**src/rtl/core/fctm_pkg.sv**
```systemverilog
// Package for the four-corner tint modulator: widths, tint constants,
// configuration register indexes and the divide-by-255 helper.
// No dependencies.
package fctm_pkg;

    localparam int MAX_DIM_DEF = 4096;

    localparam int POS_W     = 12;  // pixel coordinate
    localparam int DIM_W     = 13;  // rectangle dimension register
    localparam int SPAN_W    = 13;  // dimension minus one
    localparam int CH_W      = 8;   // one color byte
    localparam int NUM_W     = 20;  // |pos * delta|, below 2^20
    localparam int Q_W       = 8;   // quotient bits, |q| never above 255
    localparam int PROD_W    = 16;  // tint * pixel byte
    localparam int CFG_IDX_W = 3;
    localparam int CFG_DAT_W = 32;

    localparam logic [31:0] NEUTRAL_TINT = 32'hFF80_8080;
    localparam logic [31:0] WHITE_TINT   = 32'hFFFF_FFFF;
    localparam logic [CH_W-1:0] CH_MAX   = 8'hFF;

    typedef enum logic [CFG_IDX_W-1:0] {
        CFG_TOP_LEFT     = 3'd0,
        CFG_TOP_RIGHT    = 3'd1,
        CFG_BOTTOM_RIGHT = 3'd2,
        CFG_BOTTOM_LEFT  = 3'd3,
        CFG_WIDTH        = 3'd4,
        CFG_HEIGHT       = 3'd5,
        CFG_HALF_SCALE   = 3'd6
    } cfg_idx_t;

    // Word carried alongside the vertical blend.
    typedef struct packed {
        logic             pass;
        logic [POS_W-1:0] pos_x;
        logic [31:0]      pix;   // blue, green, red, alpha from bit 0 up
    } vside_t;

    // Word carried alongside the horizontal blend.
    typedef struct packed {
        logic        pass;
        logic [31:0] pix;
    } hside_t;

    // Exact v / 255 for v up to 255 * 255 (any byte times byte product).
    function automatic logic [CH_W-1:0] div255(input logic [PROD_W-1:0] v);
        logic [PROD_W:0] acc;
        acc = {1'b0, v} + 17'd1 + {9'b0, v[15:8]};
        return acc[15:8];
    endfunction

endpackage

```
**src/rtl/core/fctm_div.sv**
```systemverilog
// Pipelined restoring divider, one quotient bit per stage, several lanes
// sharing one divisor. Adds the signed quotient to a base byte. Uses fctm_pkg.
module fctm_div
    import fctm_pkg::*;
#(
    parameter int LANES = 4,
    parameter int SB_W  = 1
)
(
    input  logic                             clk,
    input  logic                             rst_n,
    input  logic                             in_valid,
    output logic                             in_ready,
    input  logic [LANES-1:0][NUM_W-1:0]      in_num,
    input  logic [LANES-1:0]                 in_neg,
    input  logic [LANES-1:0][CH_W-1:0]       in_base,
    input  logic [SB_W-1:0]                  in_sb,
    input  logic [SPAN_W-1:0]                span,
    output logic                             out_valid,
    input  logic                             out_ready,
    output logic [LANES-1:0][CH_W-1:0]       out_res,
    output logic [SB_W-1:0]                  out_sb
);

    logic                          vld_reg  [1:Q_W];
    logic [Q_W+1:1]                rdy;
    logic [LANES-1:0][NUM_W-1:0]   rem_reg  [1:Q_W];
    logic [LANES-1:0][Q_W-1:0]     quo_reg  [1:Q_W];
    logic [LANES-1:0]              neg_reg  [1:Q_W];
    logic [LANES-1:0][CH_W-1:0]    base_reg [1:Q_W];
    logic [SB_W-1:0]               sb_reg   [1:Q_W];
    logic                          span_nz;

    assign span_nz      = (span != '0);
    assign rdy[Q_W+1]   = out_ready;
    assign in_ready     = rdy[1];

    for (genvar s = 1; s <= Q_W; s++) begin : g_stg
        localparam logic [Q_W-1:0] QBIT = Q_W'(1) << (Q_W - s);

        logic                          v_src;
        logic [LANES-1:0][NUM_W-1:0]   r_src;
        logic [LANES-1:0][Q_W-1:0]     q_src;
        logic [LANES-1:0]              n_src;
        logic [LANES-1:0][CH_W-1:0]    b_src;
        logic [SB_W-1:0]               sb_src;
        logic [NUM_W-1:0]              sub;
        logic [LANES-1:0][NUM_W-1:0]   r_next;
        logic [LANES-1:0][Q_W-1:0]     q_next;

        if (s == 1) begin : g_first
            assign v_src  = in_valid;
            assign r_src  = in_num;
            assign q_src  = '0;
            assign n_src  = in_neg;
            assign b_src  = in_base;
            assign sb_src = in_sb;
        end
        else begin : g_next
            assign v_src  = vld_reg[s-1];
            assign r_src  = rem_reg[s-1];
            assign q_src  = quo_reg[s-1];
            assign n_src  = neg_reg[s-1];
            assign b_src  = base_reg[s-1];
            assign sb_src = sb_reg[s-1];
        end

        assign sub    = {{(NUM_W-SPAN_W){1'b0}}, span} << (Q_W - s);
        assign rdy[s] = !vld_reg[s] || rdy[s+1];

        // Trial subtract; a zero span yields a zero quotient.
        always_comb
        begin
            for (int l = 0; l < LANES; l++)
            begin
                if (span_nz && (r_src[l] >= sub))
                begin
                    r_next[l] = r_src[l] - sub;
                    q_next[l] = q_src[l] | QBIT;
                end
                else
                begin
                    r_next[l] = r_src[l];
                    q_next[l] = q_src[l];
                end
            end
        end

        always_ff @(posedge clk or negedge rst_n)
        begin
            if (!rst_n)
                vld_reg[s] <= 1'b0;
            else if (rdy[s])
                vld_reg[s] <= v_src;
        end

        always_ff @(posedge clk)
        begin
            if (rdy[s] && v_src)
            begin
                rem_reg[s]  <= r_next;
                quo_reg[s]  <= q_next;
                neg_reg[s]  <= n_src;
                base_reg[s] <= b_src;
                sb_reg[s]   <= sb_src;
            end
        end
    end

    assign out_valid = vld_reg[Q_W];
    assign out_sb    = sb_reg[Q_W];

    always_comb
    begin
        for (int l = 0; l < LANES; l++)
        begin
            if (neg_reg[Q_W][l])
                out_res[l] = base_reg[Q_W][l] - quo_reg[Q_W][l];
            else
                out_res[l] = base_reg[Q_W][l] + quo_reg[Q_W][l];
        end
    end

endmodule

```
**config.mk**
```make
export PLATFORM = sky130hd
export DESIGN_NAME = fctm_div
export DESIGN_NICKNAME = d
export VERILOG_FILES = /design/src/rtl/core/fctm_pkg.sv /design/src/rtl/core/fctm_div.sv
export SDC_FILE = /design/constraint.sdc
export NUM_CORES = 2
export LEC_CHECK = 0
export BUFFER_PORTS_ARGS = -buffer_cell sky130_fd_sc_hd__buf_4
export CAP_MARGIN = 20
export CELL_PAD_IN_SITES_DETAIL_PLACEMENT = 0
export CELL_PAD_IN_SITES_GLOBAL_PLACEMENT = 1
export CORE_MARGIN = 5
export CORE_UTILIZATION = 52
export CTS_BUF_LIST = sky130_fd_sc_hd__clkbuf_8 sky130_fd_sc_hd__clkbuf_16
export DETAILED_ROUTE_END_ITERATION = 8
export PLACE_DENSITY = 0.76
export SYNTH_ARGS = -nofsm -noshare
export SYNTH_HDL_FRONTEND = slang
export SYNTH_SLANG_ARGS = --single-unit
```
**constraint.sdc**
```tcl
create_clock -name clk -period 9.4 [get_ports clk]
set_input_delay 1.41 -clock clk [delete_from_list [all_inputs] [get_ports clk]]
set_output_delay 1.41 -clock clk [all_outputs]
set_load 0.02 [all_outputs]
```
=== Word-level counts from Yosys, hierarchy flattened ===
Memory sizes are Yosys's and may differ from the RTL's.
Cells that the tools add are included.

* Register bits after elaboration: 8
* Bits in writable memories: 1192
* Input port bits: 134
* Output and inout bits: 35
* Logic and storage cells: 226
* Memories: 5

{| class="wikitable"
|+ Memories
! name !! depth !! width !! rd ports !! clocked after Yosys merged registers in !! write ports !! line !! text
|-
| rem_reg || 8 || 80 || 7 || 0 || 8 || fctm_div.sv:27 || <nowiki>logic [LANES-1:0][NUM_W-1:0] rem_reg [1:Q_W];</nowiki>
|-
| base_reg || 8 || 32 || 8 || 0 || 8 || fctm_div.sv:30 || <nowiki>logic [LANES-1:0][CH_W-1:0] base_reg [1:Q_W];</nowiki>
|-
| quo_reg || 8 || 32 || 8 || 0 || 8 || fctm_div.sv:28 || <nowiki>logic [LANES-1:0][Q_W-1:0] quo_reg [1:Q_W];</nowiki>
|-
| neg_reg || 8 || 4 || 8 || 0 || 8 || fctm_div.sv:29 || <nowiki>logic [LANES-1:0] neg_reg [1:Q_W];</nowiki>
|-
| sb_reg || 8 || 1 || 8 || 0 || 8 || fctm_div.sv:31 || <nowiki>logic [SB_W-1:0] sb_reg [1:Q_W];</nowiki>
|}

* Add/sub/neg operators: 40
* Magnitude comparators: 32
* Muxes and demuxes: 84
* Reduce and logical (&&, ||, !) cells: 57

{| class="wikitable"
|+ Operators with widths
! operator !! count
|-
| 20-bit 2-to-1 mux || 32
|-
| 20-bit by 13-bit >= comparator with 1-bit output || 4
|-
| 20-bit by 14-bit >= comparator with 1-bit output || 4
|-
| 20-bit by 15-bit >= comparator with 1-bit output || 4
|-
| 20-bit by 16-bit >= comparator with 1-bit output || 4
|-
| 20-bit by 17-bit >= comparator with 1-bit output || 4
|-
| 20-bit by 18-bit >= comparator with 1-bit output || 4
|-
| 20-bit by 19-bit >= comparator with 1-bit output || 4
|-
| 20-bit >= comparator || 4
|-
| 20-bit by 13-bit subtractor with 20-bit output || 4
|-
| 20-bit by 14-bit subtractor with 20-bit output || 4
|-
| 20-bit by 15-bit subtractor with 20-bit output || 4
|-
| 20-bit by 16-bit subtractor with 20-bit output || 4
|-
| 20-bit by 17-bit subtractor with 20-bit output || 4
|-
| 20-bit by 18-bit subtractor with 20-bit output || 4
|-
| 20-bit by 19-bit subtractor with 20-bit output || 4
|-
| 20-bit subtractor || 4
|-
| 8-bit 2-to-1 mux || 8
|-
| 1-bit logical AND || 40
|-
| 8-bit adder || 4
|-
| 8-bit subtractor || 4
|-
| 7-bit 2-to-1 mux || 4
|-
| 6-bit 2-to-1 mux || 4
|-
| 1-bit 2-to-1 mux || 20
|-
| 7 further kinds || 33
|}

=== Longest topological paths before layout ===
* Depth in word-level cells: 12
* Mapped depth: 12
* Depth with buffers taken out: 11

=== Least setup slack after synthesis ===
OpenSTA, ideal clock, no wires.

* Path type: input -> register
* From: in out_ready
* To: reg base_reg[0][128] (netlist name)
* Library setup time: 0.643 ns
* Arrival: 7.571 ns
* Data required time: 8.757 ns
* Path slack: 1.186 ns
* Stages on the path: 4
* Buffers on the path: 0
* Cells stage by stage: nor2b_1 > nand4_1 > nor2_1 > nor2b_1

{| class="wikitable"
|+ RTL lines
! what !! line !! text
|-
| start: declaration || fctm_div.sv:20 || <nowiki>input logic out_ready,</nowiki>
|}

==> flow_results.org <==
** Outcome
- The flow ran to the end, and the final reports show no timing, DRC or antenna violations.

** STA
- On the final layout, the worst clock skew is 0.0300 ns.
- At the pin with the least slew margin, the transition time is 1.05 ns.
- Worst hold slack after final layout :: 0.412 ns
- Shortest clock period the worst path allows after layout :: 4.75 ns
- Setup repair after global routing left no endpoint under its margin.
- Based on the critical path, the design can be clocked at up to 210 MHz.
- Dividing the final minimum period by the clock period gives 0.506.
- Measured against its own limit, the worst slew margin works out to 0.302.
- Pins over their slew limit :: 0
- Final setup violation count :: 0
- Adding up every negative setup slack in the final design gives 0 ns.
- Number of hold violations in the final report :: 0

** Floorplanning
- For this configuration, the core starts out at a cell density of 0.524.
- Num rows :: 120
- Height of the die :: 339 um
- The floorplan step set the die width to 339 um.
- Core footprint :: 107000 um2
- The die covers 115000 um2.
- I/O Pins :: 169

** Clocking
- Clock-pin slew was measured on the worst setup and hold paths at 0.06 ns.
- Clock Path Buffers :: 3
- The clock drives 1008 sinks.
- Number of setup buffers added after CTS :: 0
- # resized after CTS :: 0
- Hold buffers post-CTS :: 0
- In this run, CTS created clock tree buffers numbering 106.
- Worst skew pair latency :: 0.69 ns
- Htree depth :: 3
- Cell chosen for the clock root :: sky130_fd_sc_hd__clkbuf_16
- TritonCTS clock tree :: yes

** Routing
- After detailed routing, the number of vias per cell comes to 5.73.
- The detailed router finished its first iteration with 2256 violations.
- Average wire per standard cell :: 19.3 um
- Antenna violation net count after detailed routing :: 0
- In the routed design, unresolved DRC markers number 0.
- Summing over every cut layer, the via total after detailed routing is 36000.
- Detailed Routing Iterations Pass 1 :: 6
- After detailed routing, the total wire length is 121000 um.

** Synth
- By area the synthesized netlist is led by sky130_fd_sc_hd__edfxtp_1 53%, sky130_fd_sc_hd__ha_1 10%, sky130_fd_sc_hd__mux2_2 3.6%.
- Most common library cells after synthesis :: 1000 x sky130_fd_sc_hd__edfxtp_1, 448 x sky130_fd_sc_hd__ha_1, 276 x sky130_fd_sc_hd__o21ai_0
- Proportion of netlist area held by the largest area contributor :: 0.534
- Yosys mapped a number of flops with a built-in enable equal to 1000.
- Gate Count Post-Synth :: 4571
- Number of unique standard cell types used by synthesis :: 101
- In the synthesized netlist the dominant register cell turns out to be sky130_fd_sc_hd__edfxtp_1.
- The number of nets handed over by synthesis was 5185.
- For this run, the number of Yosys warnings is 0.
- Flop and latch count out of synthesis :: 1008
- Part of the Yosys area used for sequential elements :: 0.537
- The synthesized design spends more area on one cell type than any other, namely sky130_fd_sc_hd__edfxtp_1.
- Among all cell types in the netlist, the one instantiated most often is sky130_fd_sc_hd__edfxtp_1.
- After synthesis, the share of flip-flops with an asynchronous set or reset is 0.00794.
- Post-synth design cell area :: 56300 um2
- Mean post-synth cell area :: 12.3 um2

** Critical path
- At the worst endpoint, the arrival time is 5.17 ns.
- Register-to-register path setup slack :: 5.91 ns
- The worst setup path is launched from a primary input.
- End of the worst register-to-register path :: rem_reg[0][398]
- Buffering stage count on the worst path with inverters included :: 4
- The critical path runs through a total of 11 cells.
- Start-to-end type of the worst setup path :: primary input to flop
- The startpoint identified for the worst register-to-register timing path is rem_reg[0][304].
- Walking the worst path, the cells encountered are buf_4 > inv_2 > buf_4 > ha_1 > o21ai_0 > nor2_1 > or4_4 > a2111oi_4 > or2_1 > inv_2 > mux2_4.
- Worst Path Max Fanout :: 25
- Critical path destination :: rem_reg[0][376]
- In this design, the stage delay of the slowest critical-path cell is 0.59 ns.
- Top delay family on crit path :: buffers and inverters
- Worst r2r path cells :: 10
- The critical path starts at span[6].
- Critical path's slowest cell :: sky130_fd_sc_hd__or2_1
- The worst setup path is captured at a flop.
- Data required time of the critical path :: 9.82 ns

** Worst hold path
- In this run the worst hold path is classified as flop to flop.

** Power
- In this run the power density over the cells is 301 nW/um2.
- Summed over all cells, the static leakage comes to 24.0 nW.
- The worst-case IR drop observed on VDD is 0.158 mV.

** Global routing
- Initial antenna violation count :: 5
- Congestion Overflow GR :: 0
- Vias in the first global route :: 34900
- Global-route wire length before repair :: 193000 um
- Pin count of the biggest net entering global routing :: 81
- For this run, the total global-route usage over all layers was measured as 0.208.

** Place
- Number of buffers added on ports :: 168
- The congestion estimate from routability-driven global placement came to 0.880.
- Summed over all nets, the half-perimeter wirelength after detailed placement is 85600 um.
- Cell count after placement :: 6094
- Area after detailed placement :: 59200 um2

** Final layout
- Number of nets in the final layout :: 5413
- Count of placed standard cells in the final layout, fillers left out :: 6293
- Area growth from synthesis to layout :: 12.1%
- The register with the most flip-flops in the layout has 560 of them.
- With fillers left out, the area of the finished cells amounts to 63100 um2.
- In the final layout, the share of cells above drive strength 1 is 0.133.

** Job
- Across the run, the number of max-cap violations was 0.
## layer usage
| metal | up-vias | routed length (um) | GRT usage |
|---|---|---|---|
| met5 | - | 12 | 0 |
| met4 | 2 | 1890 | 0.0451 |
| met3 | 133 | 6100 | 0.0271 |
| met2 | 799 | 51700 | 0.312 |
| met1 | 17100 | 61600 | 0.325 |
| li1 | 18000 | - | - |
## stage by stage
| stage | power, mW | setup WS [ns] | util |
|---|---|---|---|
| 3_5_place_dp | 14.5 | 4.00 | 0.552 |
| 3_3_place_gp | 14.4 | 4.05 | 0.552 |
| 4_1_cts | 19.1 | 4.57 | 0.587 |
| 2_1_floorplan | 12.8 | 1.19 | - |
| 5_1_grt | 20.2 | 4.44 | 0.587 |
| 6_report | 19.0 | 4.65 | 0.587 |
## cell type report
| type | count | area (um2) |
|---|---|---|
| clock buffer | 107 | 2680 |
| multi-input combinational | 3292 | 25000 |
| fill | 8664 | 44300 |
| antenna | 2 | 5.00 |
| tap | 1403 | 1760 |
| timing repair buffer | 207 | 1550 |
| clock inverter | 90 | 1170 |
| inverter | 184 | 696 |
| sequential | 1008 | 30200 |
## cell usage in the layout (no fill, tap or decap), types with 39 or more instances in the layout
master                      synthesis  layout
sky130_fd_sc_hd__o21a_1            99      99
sky130_fd_sc_hd__clkbuf_16          0     107
sky130_fd_sc_hd__xnor2_1          227     227
sky130_fd_sc_hd__mux2_2           180     180
sky130_fd_sc_hd__nand2b_1          53      53
sky130_fd_sc_hd__a21oi_1          273     269
sky130_fd_sc_hd__nor2b_1           71      69
sky130_fd_sc_hd__nor4_1            51      51
sky130_fd_sc_hd__o21ai_0          276     276
sky130_fd_sc_hd__inv_1            180     179
sky130_fd_sc_hd__nand3_1           65      65
sky130_fd_sc_hd__a21o_1           116     116
sky130_fd_sc_hd__buf_4             11     207
sky130_fd_sc_hd__nor2_1           256     256
sky130_fd_sc_hd__a31oi_1           46      46
sky130_fd_sc_hd__a211oi_1          39      39
sky130_fd_sc_hd__ha_1             448     448
sky130_fd_sc_hd__nor3_1            97      97
sky130_fd_sc_hd__nand4_1           53      53
sky130_fd_sc_hd__xor2_1           134     134
sky130_fd_sc_hd__edfxtp_1        1000    1000
sky130_fd_sc_hd__nand2_1          262     262
## worst register-to-register path, delay by kind of cell (launching register included)
family	cells	cell delay, ns
AOI/OAI and AO/OA	3	1.27
and+or+nand+nor	3	0.82
adders and majority gates	2	0.61
DFF	1	0.34
xor gates and xnor gates	1	0.12
buffers and inverters	1	0.05
## cells by family (layout without fill, tap and decap cells)
kind of cell	after synthesis	in the layout	synth area share
simple gates	1102	1102	0.101
mux	216	216	0.0426
buf+inv	271	588	0.0200
fa+ha+maj	480	480	0.111
flops	1008	1008	0.537
xor+xnor	361	361	0.0562
other cells	0	2	0
compound gates	1133	1133	0.132
## how the worst min path moves through the flow
stage	cells after the start	start	slack, ns	endpoint
2_1_floorplan	0	base_reg[0][68]	0.40	base_reg[0][100]
3_3_place_gp	0	base_reg[0][255]	0.40	base_reg[0][287]
3_5_place_dp	0	base_reg[0][71]	0.40	base_reg[0][103]
4_1_cts	0	neg_reg[0][6]	0.41	neg_reg[0][10]
5_1_grt	0	base_reg[0][215]	0.42	base_reg[0][247]
6_report	0	quo_reg[0][205]	0.41	quo_reg[0][237]
## report_power, final
part | internal [mW] | switching [mW]
clock | 2.77 | 1.76
sequential | 6.89 | 0.692
combinational | 3.09 | 3.76
Note: power is estimated with default switching activity, not from simulation.
