`src/rtl/core/fctm_pkg.sv`:
```
// Package for the four-corner tint modulator: widths, tint constants,
// configuration register indexes and the divide-by-255 helper.
// No dependencies.
package fctm_pkg;

    localparam int MAX_DIM_DEF = 4096;

    localparam int POS_W     = 12;  // pixel coordinate
    localparam int DIM_W     = 13;  // rectangle dimension register
    localparam int SPAN_W    = 13;  // dimension minus one
    localparam int CH_W      = 8;   // one color byte
    localparam int NUM_W     = 20;  // |pos * delta|, below 2^20
    localparam int Q_W       = 8;   // quotient bits, |q| never above 255
    localparam int PROD_W    = 16;  // tint * pixel byte
    localparam int CFG_IDX_W = 3;
    localparam int CFG_DAT_W = 32;

    localparam logic [31:0] NEUTRAL_TINT = 32'hFF80_8080;
    localparam logic [31:0] WHITE_TINT   = 32'hFFFF_FFFF;
    localparam logic [CH_W-1:0] CH_MAX   = 8'hFF;

    typedef enum logic [CFG_IDX_W-1:0] {
        CFG_TOP_LEFT     = 3'd0,
        CFG_TOP_RIGHT    = 3'd1,
        CFG_BOTTOM_RIGHT = 3'd2,
        CFG_BOTTOM_LEFT  = 3'd3,
        CFG_WIDTH        = 3'd4,
        CFG_HEIGHT       = 3'd5,
        CFG_HALF_SCALE   = 3'd6
    } cfg_idx_t;

    // Word carried alongside the vertical blend.
    typedef struct packed {
        logic             pass;
        logic [POS_W-1:0] pos_x;
        logic [31:0]      pix;   // blue, green, red, alpha from bit 0 up
    } vside_t;

    // Word carried alongside the horizontal blend.
    typedef struct packed {
        logic        pass;
        logic [31:0] pix;
    } hside_t;

    // Exact v / 255 for v up to 255 * 255 (any byte times byte product).
    function automatic logic [CH_W-1:0] div255(input logic [PROD_W-1:0] v);
        logic [PROD_W:0] acc;
        acc = {1'b0, v} + 17'd1 + {9'b0, v[15:8]};
        return acc[15:8];
    endfunction

endpackage

```
`src/rtl/core/fctm_scale.sv`:
```
// Tint-times-pixel multiply, scale by 1/255 (colors by 1/128 saturated if
// half_scale) into the output register. Two elastic stages. Uses fctm_pkg.
module fctm_scale
    import fctm_pkg::*;
(
    input  logic                     clk,
    input  logic                     rst_n,
    input  logic                     in_valid,
    output logic                     in_ready,
    input  logic [3:0][CH_W-1:0]     tint,       // red, green, blue, alpha
    input  hside_t                   side,
    input  logic                     half_scale,
    output logic                     out_valid,
    input  logic                     out_ready,
    output logic [31:0]              out_pix      // blue, green, red, alpha
);

    logic                        p_valid_reg;
    logic [3:0][PROD_W-1:0]      prod_reg;
    hside_t                      p_side_reg;
    logic                        o_valid_reg;
    logic [31:0]                 o_pix_reg;
    logic                        p_rdy;
    logic                        o_rdy;
    logic [3:0][CH_W-1:0]        pch;
    logic [3:0][CH_W-1:0]        sc;
    logic [31:0]                 o_pix_next;

    assign o_rdy    = !o_valid_reg || out_ready;
    assign p_rdy    = !p_valid_reg || o_rdy;
    assign in_ready = p_rdy;

    // Pixel byte that each tint lane scales.
    assign pch[0] = side.pix[23:16];
    assign pch[1] = side.pix[15:8];
    assign pch[2] = side.pix[7:0];
    assign pch[3] = side.pix[31:24];

    always_comb
    begin
        for (int k = 0; k < 3; k++)
        begin
            if (half_scale)
                sc[k] = prod_reg[k][15] ? CH_MAX : prod_reg[k][14:7];
            else
                sc[k] = div255(prod_reg[k]);
        end
        sc[3] = div255(prod_reg[3]);
        if (p_side_reg.pass)
            o_pix_next = p_side_reg.pix;
        else
            o_pix_next = {sc[3], sc[0], sc[1], sc[2]};
    end

    always_ff @(posedge clk or negedge rst_n)
    begin
        if (!rst_n)
        begin
            p_valid_reg <= 1'b0;
            o_valid_reg <= 1'b0;
        end
        else
        begin
            if (p_rdy)
                p_valid_reg <= in_valid;
            if (o_rdy)
                o_valid_reg <= p_valid_reg;
        end
    end

    always_ff @(posedge clk)
    begin
        if (p_rdy && in_valid)
        begin
            for (int k = 0; k < 4; k++)
                prod_reg[k] <= tint[k] * pch[k];
            p_side_reg <= side;
        end
        if (o_rdy && p_valid_reg)
            o_pix_reg <= o_pix_next;
    end

    assign out_valid = o_valid_reg;
    assign out_pix   = o_pix_reg;

endmodule

```
`config.mk`:
```
export PLATFORM = sky130hd
export DESIGN_NAME = fctm_scale
export DESIGN_NICKNAME = d
export VERILOG_FILES = /design/src/rtl/core/fctm_pkg.sv /design/src/rtl/core/fctm_scale.sv
export SDC_FILE = /design/constraint.sdc
export NUM_CORES = 1
export LEC_CHECK = 0
export BUFFER_PORTS_ARGS = -buffer_cell sky130_fd_sc_hd__buf_2
export CAP_MARGIN = 20
export CELL_PAD_IN_SITES_DETAIL_PLACEMENT = 1
export CELL_PAD_IN_SITES_GLOBAL_PLACEMENT = 2
export CORE_MARGIN = 5
export CORE_UTILIZATION = 41
export CTS_CLUSTER_SIZE = 40
export DETAILED_ROUTE_END_ITERATION = 8
export PLACE_DENSITY_LB_ADDON = 0.08
export SLEW_MARGIN = 20
export SYNTH_ARGS = -nofsm -noshare
export SYNTH_HDL_FRONTEND = slang
export SYNTH_SLANG_ARGS = --single-unit
```
`constraint.sdc`:
```
create_clock -name clk -period 3.55 [get_ports clk]
set_input_delay 1.065 -clock clk [delete_from_list [all_inputs] [get_ports clk]]
set_output_delay 1.065 -clock clk [all_outputs]
set_load 0.01 [all_outputs]
```
# Word level (Yosys, flattened, before mapping)
# Index checks and enable logic that the tools add are counted.
word_totals:
  regBits: 131
  latch_bits: 0
  ram_bits: 0
  rom_bits: 0
  input_bits: 70
  memories: 0
classes:
  n_addsub: 8
  n_mul: 4
  n_div: 0
  n_lt_le_gt_ge: 0
  n_eq_ne: 0
  shifts: 0
  mux: 7
  bitwise: 0
  reduce_logical: 6
op_table:
  columns: ["op", "count"]
  rows:
  - ["adder 16 x 1 -> 16 bit (second input constant)", 4]
  - ["adder 16 x 8 -> 16 bit", 4]
  - ["multiplier 8 x 8 -> 16 bit", 4]
  - ["two-way mux 8 bit", 6]
  - ["two-way mux 32 bit", 1]
  - ["logical AND 1 bit", 2]
  - ["logical NOT 1 bit", 2]
  - ["logical OR 1 bit", 2]

# Depth between registers and ports, before layout
# Gate-level depths: netlist of the first run.
depth:
  word_depth: 4
  ltp_mapped: 17
  ltp_nobuf: 17

# Worst setup path before layout of the first run
# OpenSTA, ideal clock, no wires.
synth_timing:
  kind: "input-to-reg"
  start: "input port tint[29] (netlist name)"
  end: "register prod_reg[62] (netlist name), data pin"
  setup_time_ps: 268
  t_arrival_ps: 4591
  path_slack_ps: -1309
  path_stages: 14
  cell_sequence: "and2_1 fa_1 inv_1 fa_1 fa_1 fa_1 inv_1 ha_1 or3_1 and4_1 o21a_1 o21ai_1 a211oi_1 xor2_1"
synth_between:
  elab_chain_cells: 1
synth_rtl:
  columns: ["item", "line", "source"]
  rows:
  - ["start, declared", "fctm_scale.sv:10", "input logic [3:0][CH_W-1:0] tint,"]
  - ["multiplier 8 x 8 -> 16 bit", "fctm_scale.sv:76", "prod_reg[k] <= tint[k] * pch[k];"]
  - ["end signal, assigned by index", "fctm_scale.sv:76", null]
  - ["end, declared", "fctm_scale.sv:19", "logic [3:0][PROD_W-1:0] prod_reg;"]
# No other way between the ends.
# A chain may end at the register's enable or synchronous reset.

# Worst setup path in the final report of the first run
layout_timing:
  start: "input port side[31] (netlist name)"
  end: "register prod_reg[62] (netlist name), data pin"
layout_between:
  elab_chain_cells: 1
layout_rtl:
  columns: ["item", "line", "source"]
  rows:
  - ["start, declared", "fctm_scale.sv:11", "input hside_t side,"]
  - ["multiplier 8 x 8 -> 16 bit", "fctm_scale.sv:76", null]
# No other way between the ends.

==> results of run 1 <==
per-layer routing:
| layer | vias up | global-route usage |
|---|---|---|
| met5 | - | 0 |
| met4 | 0 | 0.0401 |
| met3 | 34 | 0.0231 |
| met2 | 113 | 0.355 |
| met1 | 5443 | 0.244 |
| li1 | 5230 | - |
final cells by class:
type | count | share of cell area
clock inverters | 13 | 0.00974
flip-flops and latches | 131 | 0.206
repair buffers | 341 | 0.149
clock buffers | 18 | 0.0226
well taps | 448 | 0.0295
multi-input cells | 999 | 0.539
inverters | 224 | 0.0442
power groups by stage:
stage | sequential, mW | clock, mW | combinational [mW]
finish | 2.64 | 1.83 | 7.02
global route | 2.68 | 1.95 | 7.88
CTS | 2.65 | 1.88 | 6.59
detailed placement | 2.67 | 0 | 5.93
global placement | 2.66 | 0 | 5.73
floorplan | 2.54 | 0 | 3.97
cells by family (layout without fill, tap and decap cells):
logic type,count (synthesis),in the layout
buffers and inverters,234,596
AND/OR/NAND/NOR,456,456
XOR/XNOR,60,60
AO/OA/AOI/OAI,161,161
flip-flops,131,131
adder cells (fa/ha/maj),319,319
multiplexers,3,3
through the flow:
| step | setup TNS, ps | area, um2 | std cells | util | hold slack, ps |
|---|---|---|---|---|---|
| after global routing | -29710 | 19000 | 2174 | 0.564 | 405 |
| after floorplan | -29740 | 14400 | 1364 | - | 449 |
| final | -25670 | 19000 | 2174 | 0.564 | 426 |
| after global placement | -47450 | 17000 | 2114 | 0.504 | 466 |
| after CTS | -25230 | 18600 | 2169 | 0.551 | 408 |
| after detailed placement | -49630 | 17000 | 2114 | 0.504 | 483 |
what timing repair did:
item	in CTS	in global routing
buffers inserted	27	7
endpoints found under the setup margin	42	43
gates resized for setup	226	91
hold endpoints to repair	0	0
pin swaps	105	66
Yosys cell counts, types with 2 or more instances:
master	number	area share
dfrtp_1	2	0.0036
a221oi_1	4	0.0025
xnor2_1	47	0.029
o221ai_1	2	0.0012
and3_1	8	0.0036
o22ai_1	6	0.0027
nand4_1	8	0.0036
or3_1	9	0.0040
o31ai_1	7	0.0037
a211oi_2	2	0.0018
a21oi_1	39	0.014
a21o_1	6	0.0032
or2_1	2	0.00089
o21ai_1	17	0.0060
and4_1	2	0.0012
nand2_1	107	0.029
xor2_1	13	0.0081
ha_1	175	0.16
nor3_1	23	0.0082
o21a_2	2	0.0012
a211oi_1	13	0.0069
nor4_1	3	0.0013
clkbuf_8	4	0.0039
or2_2	7	0.0031
o31a_1	2	0.0012
nor2_1	41	0.011
clkbuf_1	6	0.0016
o21a_1	13	0.0069
nand3_1	16	0.0057
inv_1	224	0.060
nor2b_1	12	0.0053
a21boi_1	2	0.0011
and2_1	201	0.089
mux2_2	2	0.0016
edfxtp_1	129	0.28
nand2b_1	8	0.0036
o211ai_1	3	0.0016
o21ai_0	24	0.0085
fa_1	144	0.20
nand3b_1	2	0.0011
worst max-delay path, cell delays in order:
cell and delay [ps]:
buf_8 100, and2_4 150, fa_1 570, fa_1 440, fa_1 490, inv_1 50
fa_1 490, inv_2 50, ha_4 160, buf_6 110, or2_4 250, and4_4 180
o21a_1 220, o21ai_2 190, a211oi_2 100, xor2_1 150
worst min path at each step:
| stage | startpoint | cells past startpoint | to |
|---|---|---|---|
| after floorplan | p_valid_reg | 1 | out_valid |
| after global placement | p_valid_reg | 1 | out_valid |
| after detailed placement | p_valid_reg | 1 | out_valid |
| after CTS | rst_n | 1 | out_valid |
| after global routing | rst_n | 1 | out_valid |
| final | rst_n | 1 | p_valid_reg |
==> run metrics, run 1 <==
Clk pwr share=0.160; metal1 wirelength=15.7 mm; clock tree from TritonCTS=done; kind of end point of the critical path=register; routed vias=10800; flip-flop and latch area=3920 um2; endpoint of the lowest-slack register-to-register path=out_pix[5]; cell area after technology mapping=14100 um2; total leakage power=8.85 nW; share of synthesized cell area in and, or, nand and nor gates=0.175; wire length of the first global-routing pass=60.7 mm; worst-case setup margin in the final layout=-1070 ps; Hold-fix buffers, CTS=0; dpl ws=-1530 ps; worst vdd ir=0.302 mV; Tot GR Track Use=0.193; launch instance of the worst register-to-register path=prod_reg[44]; fraction of power spent switching nets=0.379; final critical delay including setup and external delays=4620 ps; Core Box Area=33700 um2; final HPWL from detailed placement=29.1 mm; Max Clk Rate=0.216 GHz; initial core utilization=0.418; via count of the first global-routing pass=12300; commonest non-fill, non-tap cells in the layout=inv_1 (199), buf_4 (197), and2_1 (155), ha_1 (151), edfxtp_1 (129); most used flip-flop cell after synthesis=edfxtp_1; number of clock sinks seen by CTS=131; tightest slew margin relative to the limit=0.456; area taken by multi-input logic gates=10200 um2; data required time at the worst endpoint=3710 ps; die area=38100 um2; total inserted antenna cells=0; number of maximum-capacitance constraint violations=0; max-slew violation total from the final report=0; total number of nets in the final design=2103; multiplexer area fraction after synthesis=0.00231; Critical Path Source Type=input port; result of the run=complete, but fails checks; Net Sw Power=4.36 mW; number of synthesized flops with an enable pin=129; Sequential Power Share=0.229; flip-flop count of the largest register after layout=64; final-report hold violation count=0; relative area change from synthesis to final layout=35.1%; Worst setup endpoint=prod_reg[62]; number of antenna violations at the first check in global routing=0; PD cells=605 nW/um2; remaining antenna violation count after routing=0; DR DRC count=0; share of flip-flops with an asynchronous set or reset=0.0153; Synth Area in Compound Gates=0.0802; met3 wire length=747 um; most common library cell in the layout ignoring fill and taps=inv_1; Worst Setup SP=side[31]; cell at the root of the clock tree=clkbuf_16; die boundary height=195 um; cell count after synthesis=1364; Crit Path Class=in -> reg; GRT overflow=0; per-cell via count in the routed design=4.98; final weighted congestion of routability-driven global placement=0.836; clock buffer count from CTS=17; violations in the final reports=setup timing; count of standard-cell rows=67; endpoints failing setup=39; slack of the worst reg-to-reg path=900 ps; Detailed Route Iter0 Violations=250; arrival time reported for the critical path endpoint=4780 ps; Reg clk slew, reported paths=60 ps; Skew-Pair Late Insertion Delay=420 ps; crit share post-route=1.30; count of pins on the block boundary=104; drt first pass iters=4; wire length on met2=19.3 mm; synthesized-area fraction occupied by xor and xnor cells=0.0373; pin count of the biggest net entering global routing=52; buffer depth of the longest clock path=2; total power=11.5 mW; fill cell instance count of the final layout=3684; highest fanout seen on the critical path=4; fraction of layout instances using a drive strength above 1=0.350; adder-cell area share of the yosys netlist=0.361; internal cell power=7.13 mW; average size of a mapped cell=10.3 um2; Synth warnings=0; Post-Synthesis Net Count=1753; total detailed-routing wirelength=36.4 mm; distinct cell type count after synthesis=67; class of the tightest hold or removal check=in -> async; average wire per cell in the routed design=16.7 um; pin slew with the least headroom to its limit=816 ps; top sig layer=met4; total of buffers placed on input and output ports=103; sequential fraction of the synthesis area=0.279; largest family of logic cells by synthesized area=adder cells; setup repair after global routing missed its margin=yes; width of the die=195 um; Yosys reg bits=131; part of the total power dissipated in combinational logic=0.611; H-tree levels=4; Final Skew=13.7 ps; number of cells on the worst reg-to-reg path=7
Power figures use the tool's default switching activity.
==> run 2: changes to the inputs <==
--- a/config.mk
+++ b/config.mk
@@ -5,14 +5,13 @@
 export SDC_FILE = /design/constraint.sdc
 export NUM_CORES = 1
 export LEC_CHECK = 0
-export BUFFER_PORTS_ARGS = -buffer_cell sky130_fd_sc_hd__buf_2
-export CAP_MARGIN = 20
+export CAP_MARGIN = 5
 export CELL_PAD_IN_SITES_DETAIL_PLACEMENT = 1
 export CELL_PAD_IN_SITES_GLOBAL_PLACEMENT = 2
 export CORE_MARGIN = 5
-export CORE_UTILIZATION = 41
-export CTS_CLUSTER_SIZE = 40
+export CORE_UTILIZATION = 43
 export DETAILED_ROUTE_END_ITERATION = 8
+export DONT_BUFFER_PORTS = 1
 export PLACE_DENSITY_LB_ADDON = 0.08
 export SLEW_MARGIN = 20
 export SYNTH_ARGS = -nofsm -noshare
==> run 2 against run 1 <==
The run still ends with setup timing left. Sequential cell count stayed put. Critical path type unchanged. Highest routed layer is now met5. Wire length is 5.7% lower. Power is 4.7% lower. Largest power group unchanged. Via count decreased by 8.2%. Die area down 4.4%. Critical endpoint unchanged. Final area fell by 12%.
==> run metrics, run 2 (synthesis results as in run 1) <==
Hold-fix buffers, CTS=0 (unchanged); total leakage power=7.56 nW (-15%); number of maximum-capacitance constraint violations=0 (unchanged); commonest non-fill, non-tap cells in the layout=inv_1 (204), and2_1 (180), ha_1 (158), fa_1 (132), edfxtp_1 (129); Critical Path Source Type=input port; PD cells=652 nW/um2 (+7.8%); die boundary height=191 um (-2.2%); count of standard-cell rows=66 (-1.5%); cell occurring most often along the worst timing path=fa_1; area taken by multi-input logic gates=9980 um2 (-2.6%); final critical delay including setup and external delays=4400 ps (-217 ps); violations in the final reports=setup timing; final HPWL from detailed placement=27.6 mm (-5.3%); kind of end point of the critical path=register; total number of nets in the final design=1875 (-11%); H-tree levels=4 (unchanged); wire length of the first global-routing pass=56.7 mm (-6.6%); Core Box Area=32500 um2 (-3.7%); crit share post-route=1.24 (-0.0611); final weighted congestion of routability-driven global placement=0.803 (-4.0%); Detailed Route Iter0 Violations=261 (+4.4%); wire length on met2=17.8 mm (-7.8%); Crit. path cell count=14 (-2); pin slew with the least headroom to its limit=840 ps (+23.8 ps); drt first pass iters=4 (unchanged); DR DRC count=0 (unchanged); Final Skew=14.6 ps (+0.915 ps); clock tree from TritonCTS=done; remaining antenna violation count after routing=0 (unchanged); number of antenna violations at the first check in global routing=1 (+1); Reg clk slew, reported paths=60 ps (about the same); result of the run=complete, but fails checks; highest fanout seen on the critical path=8 (+4); clock buffer count from CTS=17 (unchanged); number of clock sinks seen by CTS=131 (unchanged); max-slew violation total from the final report=0 (unchanged); class of the tightest hold or removal check=in -> async; total detailed-routing wirelength=34.3 mm (-5.7%); metal1 wirelength=15.1 mm (-4.3%); pin count of the biggest net entering global routing=36 (-31%); post-route core utilization=0.518 (-0.0460); flip-flop and latch area=3920 um2 (unchanged); worst-case setup margin in the final layout=-852 ps (+217 ps); data required time at the worst endpoint=3720 ps (about the same); fill cell instance count of the final layout=3587 (-2.6%); endpoints failing setup=38 (-2.6%); Skew-Pair Late Insertion Delay=430 ps (about the same); total of buffers placed on input and output ports=0 (-100%); per-cell via count in the routed design=5.11 (+2.8%); cell at the root of the clock tree=clkbuf_16; final instance count without filler cells=1941 (-11%); fraction of layout instances using a drive strength above 1=0.214 (-0.136); flip-flop count of the largest register after layout=64 (unchanged); relative area change from synthesis to final layout=19.5%; Critical Path, Cell by Cell=and2_4 -> fa_1 -> fa_1 -> fa_1 -> inv_2 -> fa_1 -> inv_2 -> ha_4 -> or3_1 -> and4_1 -> o21a_1 -> o21ai_2 -> a211oi_2 -> xor2_1; most common library cell in the layout ignoring fill and taps=inv_1; placed cell count=1895 (-10%); worst vdd ir=0.325 mV (+7.6%); top sig layer=met5; biggest cell delay along the critical path=560 ps (about the same); tightest slew margin relative to the limit=0.440 (-0.0159); initial core utilization=0.434 (+0.0160); average wire per cell in the routed design=17.7 um (+5.6%); total inserted antenna cells=0 (unchanged); routed vias=9928 (-8.2%); number of cells on the worst reg-to-reg path=8 (+1); count of pins on the block boundary=104 (unchanged); arrival time reported for the critical path endpoint=4570 ps (-210 ps); final-report hold violation count=0 (unchanged); setup repair after global routing missed its margin=yes; die area=36400 um2 (-4.4%); GRT overflow=0 (unchanged); Crit Path Class=in -> reg; via count of the first global-routing pass=10900 (-11%); met3 wire length=1.09 mm (+45%); worst path buffer plus inverter count=2 (-2); kind of cell adding the most delay to the critical path=adder cells; buffer depth of the longest clock path=2 (unchanged); Tot GR Track Use=0.195 (+0.00182); width of the die=191 um (-2.2%); Max Clk Rate=0.227 GHz (+4.9%); cell at the slowest stage of the critical path=fa_1
run 2: changes by cell type in the layout (fill, tap and decap cells not counted), sizes merged:
cell      change
clkinv        -2
clkbuf        -1
bufinv        -2
clkinvlp      +5
inv           +1
buf         -228
run 2: layer usage:
layer,GRT usage,vias up
met5,0,-
met4,0.0351,2
met3,0.0355,23
met2,0.347,115
met1,0.250,5016
li1,-,4772
run 2: repair_timing:
| action | CTS | global route |
|---|---|---|
| endpoints found under the setup margin | 39 | 39 |
| buffers inserted | 9 | 12 |
| gates cloned | 0 | 0 |
| gates resized for setup | 87 | 37 |
| pin swaps | 72 | 29 |
run 2: worst paths after layout:
| path | start | endpoint | slack [ps] |
|---|---|---|---|
| min | rst_n | out_valid | 330 |
| max | tint[27] | prod_reg[62] | -850 |
| max reg2reg | prod_reg[31] | out_pix[13] | 1020 |
| max in group asynchronous | rst_n | p_valid_reg | 3150 |
| min in group clk | p_valid_reg | out_valid | 490 |
| min reg2reg | p_valid_reg | out_valid | 490 |
run 2: layout make-up:
type | count | share of cell area
flip-flops and latches | 131 | 0.233
repair buffers | 113 | 0.0557
inverters | 224 | 0.0500
well taps | 442 | 0.0329
multi-input cells | 999 | 0.593
clock inverters | 15 | 0.00945
clock buffers | 17 | 0.0253
run 2: worst register-to-register path, delay by kind of cell (launching register included):
| family | cells | cell delay (ps) |
|---|---|---|
| compound gates | 3 | 890 |
| xor+xnor | 1 | 170 |
| fa+ha+maj | 1 | 320 |
| buf+inv | 1 | 100 |
| flops | 1 | 500 |
| simple gates | 2 | 370 |
run 2: stage by stage:
stage                     setup WS [ps]  TNS [ps]  hold slack (ps)  power (mW)  instance area, um2
final                              -852    -19160              333        11.0               16800
after global routing               -976    -23170              309        11.9               16800
after CTS                          -851    -18340              314        10.8               16600
after detailed placement          -1350    -39170              480        8.30               15600
after global placement            -1300    -37470              464        8.15               15600
after floorplan                   -1200    -29740              449        6.51               14400
run 2: power breakdown:
group | switching, mW | internal, mW | leakage, nW
Clock | 0.730 | 1.04 | 0.268
Sequential | 0.380 | 2.30 | 1.27
Combinational | 3.11 | 3.40 | 6.02
Total | 4.22 | 6.74 | 7.56
==> run 3: changes to the inputs <==
--- a/config.mk
+++ b/config.mk
@@ -9,7 +9,7 @@
 export CELL_PAD_IN_SITES_DETAIL_PLACEMENT = 1
 export CELL_PAD_IN_SITES_GLOBAL_PLACEMENT = 2
 export CORE_MARGIN = 5
-export CORE_UTILIZATION = 43
+export CORE_UTILIZATION = 25
 export DETAILED_ROUTE_END_ITERATION = 8
 export DONT_BUFFER_PORTS = 1
 export PLACE_DENSITY_LB_ADDON = 0.08
==> run 3 against run 2 <==
The run still ends with setup timing left. Register-to-register slack worse by 260 ps. Global-route usage is 5.9 points lower. Count of clock-buffer cells in the layout is 7 higher. Sequential cell count did not move. Fmax is 1.7% higher. Via count fell by 0.55%. Final area grew 2.6%. Critical path depth is the same. Utilization fell by 21 points. Combinational power increased by 2%. Critical endpoint unchanged.
==> run metrics, run 3 (synthesis results as in run 1) <==
result of the run=complete, but fails checks; violations in the final reports=setup timing; Crit Path Class=in -> reg; buffer depth of the longest clock path=2 (unchanged); worst-case setup margin in the final layout=-777 ps (+74.9 ps); clock buffer count from CTS=17 (unchanged); Reg clk slew, reported paths=60 ps (about the same); die area=61100 um2 (+68%); launch instance of the worst register-to-register path=prod_reg[45]; final HPWL from detailed placement=31.5 mm (+14%); width of the die=247 um (+30%); class of the tightest hold or removal check=in -> async; met2 capacity usage during global routing=0.231 (-0.117); hold_ws=297 ps (-35.5 ps); kind of end point of the critical path=register; GRT overflow=0 (unchanged); Worst Setup SP=tint[29]; final instance count without filler cells=2254 (+16%); final critical delay including setup and external delays=4330 ps (-74.9 ps); total detailed-routing wirelength=39.7 mm (+16%); Hold-fix buffers, CTS=0 (unchanged); Skew-Pair Late Insertion Delay=470 ps (+40 ps); arrival time reported for the critical path endpoint=4540 ps (-30 ps); H-tree levels=4 (unchanged); number of antenna violations at the first check in global routing=0 (-1); commonest non-fill, non-tap cells in the layout=inv_1 (202), and2_1 (182), ha_1 (158), fa_1 (133), edfxtp_1 (129); GRT Max-Usage Layer=met2; dpl ws=-1380 ps (-27.8 ps); via count of the first global-routing pass=11100 (+1.7%); final-report hold violation count=0 (unchanged); tightest slew margin relative to the limit=0.395 (-0.0452); total of buffers placed on input and output ports=0 (unchanged); DR DRC count=0 (unchanged); relative area change from synthesis to final layout=22.6%; flip-flop count of the largest register after layout=64 (unchanged); Core Box Area=56100 um2 (+73%); PD cells=646 nW/um2 (-0.91%); total number of nets in the final design=1874 (-0.053%); Max Clk Rate=0.231 GHz (+1.7%); data required time at the worst endpoint=3760 ps (+40 ps); fill cell instance count of the final layout=6295 (+75%); final weighted congestion of routability-driven global placement=0.730 (-9.0%); max-slew violation total from the final report=0 (unchanged); most common library cell in the layout ignoring fill and taps=inv_1; initial core utilization=0.251 (-0.183); met1 Use GR=0.176 (-0.0735); cell at the root of the clock tree=clkbuf_16; die boundary height=247 um (+30%); Tot GR Track Use=0.136 (-0.0590); count of standard-cell rows=87 (+32%); placed cell count=2207 (+16%); crit share post-route=1.22 (-0.0211); drt first pass iters=4 (unchanged); number of maximum-capacitance constraint violations=0 (unchanged); pin slew with the least headroom to its limit=908 ps (+67.8 ps); total inserted antenna cells=0 (unchanged); Critical Path Source Type=input port; total power=11.1 mW (+1.6%); routed vias=9873 (-0.55%); total leakage power=7.57 nW (+0.24%); pin count of the biggest net entering global routing=98 (+170%); Final Skew=12.2 ps (-2.41 ps); fraction of layout instances using a drive strength above 1=0.211 (-0.00319); clock tree from TritonCTS=done; Detailed Route Iter0 Violations=242 (-7.3%); count of pins on the block boundary=104 (unchanged); highest fanout seen on the critical path=8 (unchanged); routing usage on met3=0.0313 (-0.00417); endpoints failing setup=37 (-2.6%); number of clock sinks seen by CTS=131 (unchanged); remaining antenna violation count after routing=0 (unchanged); average wire per cell in the routed design=17.6 um (-0.30%); setup repair after global routing missed its margin=yes; worst vdd ir=0.293 mV (-10%); wire length of the first global-routing pass=63.8 mm (+13%); per-cell via count in the routed design=4.38 (-14%)
## run 3: changes by cell type in the layout (fill, tap and decap cells not counted), sizes merged
cell	before	now
clkbuf	17	24
clkinvlp	6	1
inv	226	224
buf	113	112
## run 3: layer usage
layer	share of wire	vias to the layer above	routed length [um]
met5	0	-	0
met4	0.010	0	409
met3	0.032	23	1260
met2	0.50	82	19700
met1	0.46	5009	18400
li1	-	4759	-
## run 3: final cells by class
class | count | area (um2) | area share
Timing Repair Buffer | 112 | 921 | 0.0534
Clock buffer | 24 | 492 | 0.0285
Tap cell | 756 | 946 | 0.0548
Sequential cell | 131 | 3920 | 0.227
Multi-Input combinational cell | 999 | 10000 | 0.581
Inverter | 224 | 841 | 0.0487
Clock inverter | 8 | 100 | 0.00580
## run 3: repair_timing
action | 4_1_cts | 5_1_grt
gates resized for setup | 60 | 72
setup buffers | 5 | 13
setup endpoints to repair | 39 | 39
pin swaps | 48 | 45
## run 3: path summary, 6_finish.rpt
path / to / slack, ps / cells past startpoint
setup / recovery: prod_reg[62] / -780 / 14
setup reg to reg: out_pix[7] / 760 / 8
max in group asynchronous: p_valid_reg / 3190 / 0
min in group clk: out_valid / 500 / 1
hold / removal: out_valid / 300 / 0
hold reg to reg: out_valid / 500 / 1
## run 3: critical path, stage by stage
cell and delay, ps:
and2_4 140, fa_1 560, inv_2 50, fa_1 520
fa_1 430, fa_1 500, inv_2 50, ha_4 200
or3_1 310, and4_4 160, o21a_1 190, o21ai_2 150
a211oi_2 90, xor2_1 140
## run 3: power breakdown
part           switching (mW)  internal, mW
clock network           0.712          1.10
logic                    3.18          3.45
registers               0.395          2.30
total                    4.28          6.85
## run 3: per-stage QoR
| stage | TNS, ps | cell area (um2) | util |
|---|---|---|---|
| after global placement | -39650 | 16000 | 0.286 |
| after CTS | -15970 | 16900 | 0.301 |
| final | -17630 | 17200 | 0.308 |
| after detailed placement | -40190 | 16000 | 0.286 |
| after floorplan | -29740 | 14400 | - |
| after global routing | -21460 | 17200 | 0.308 |
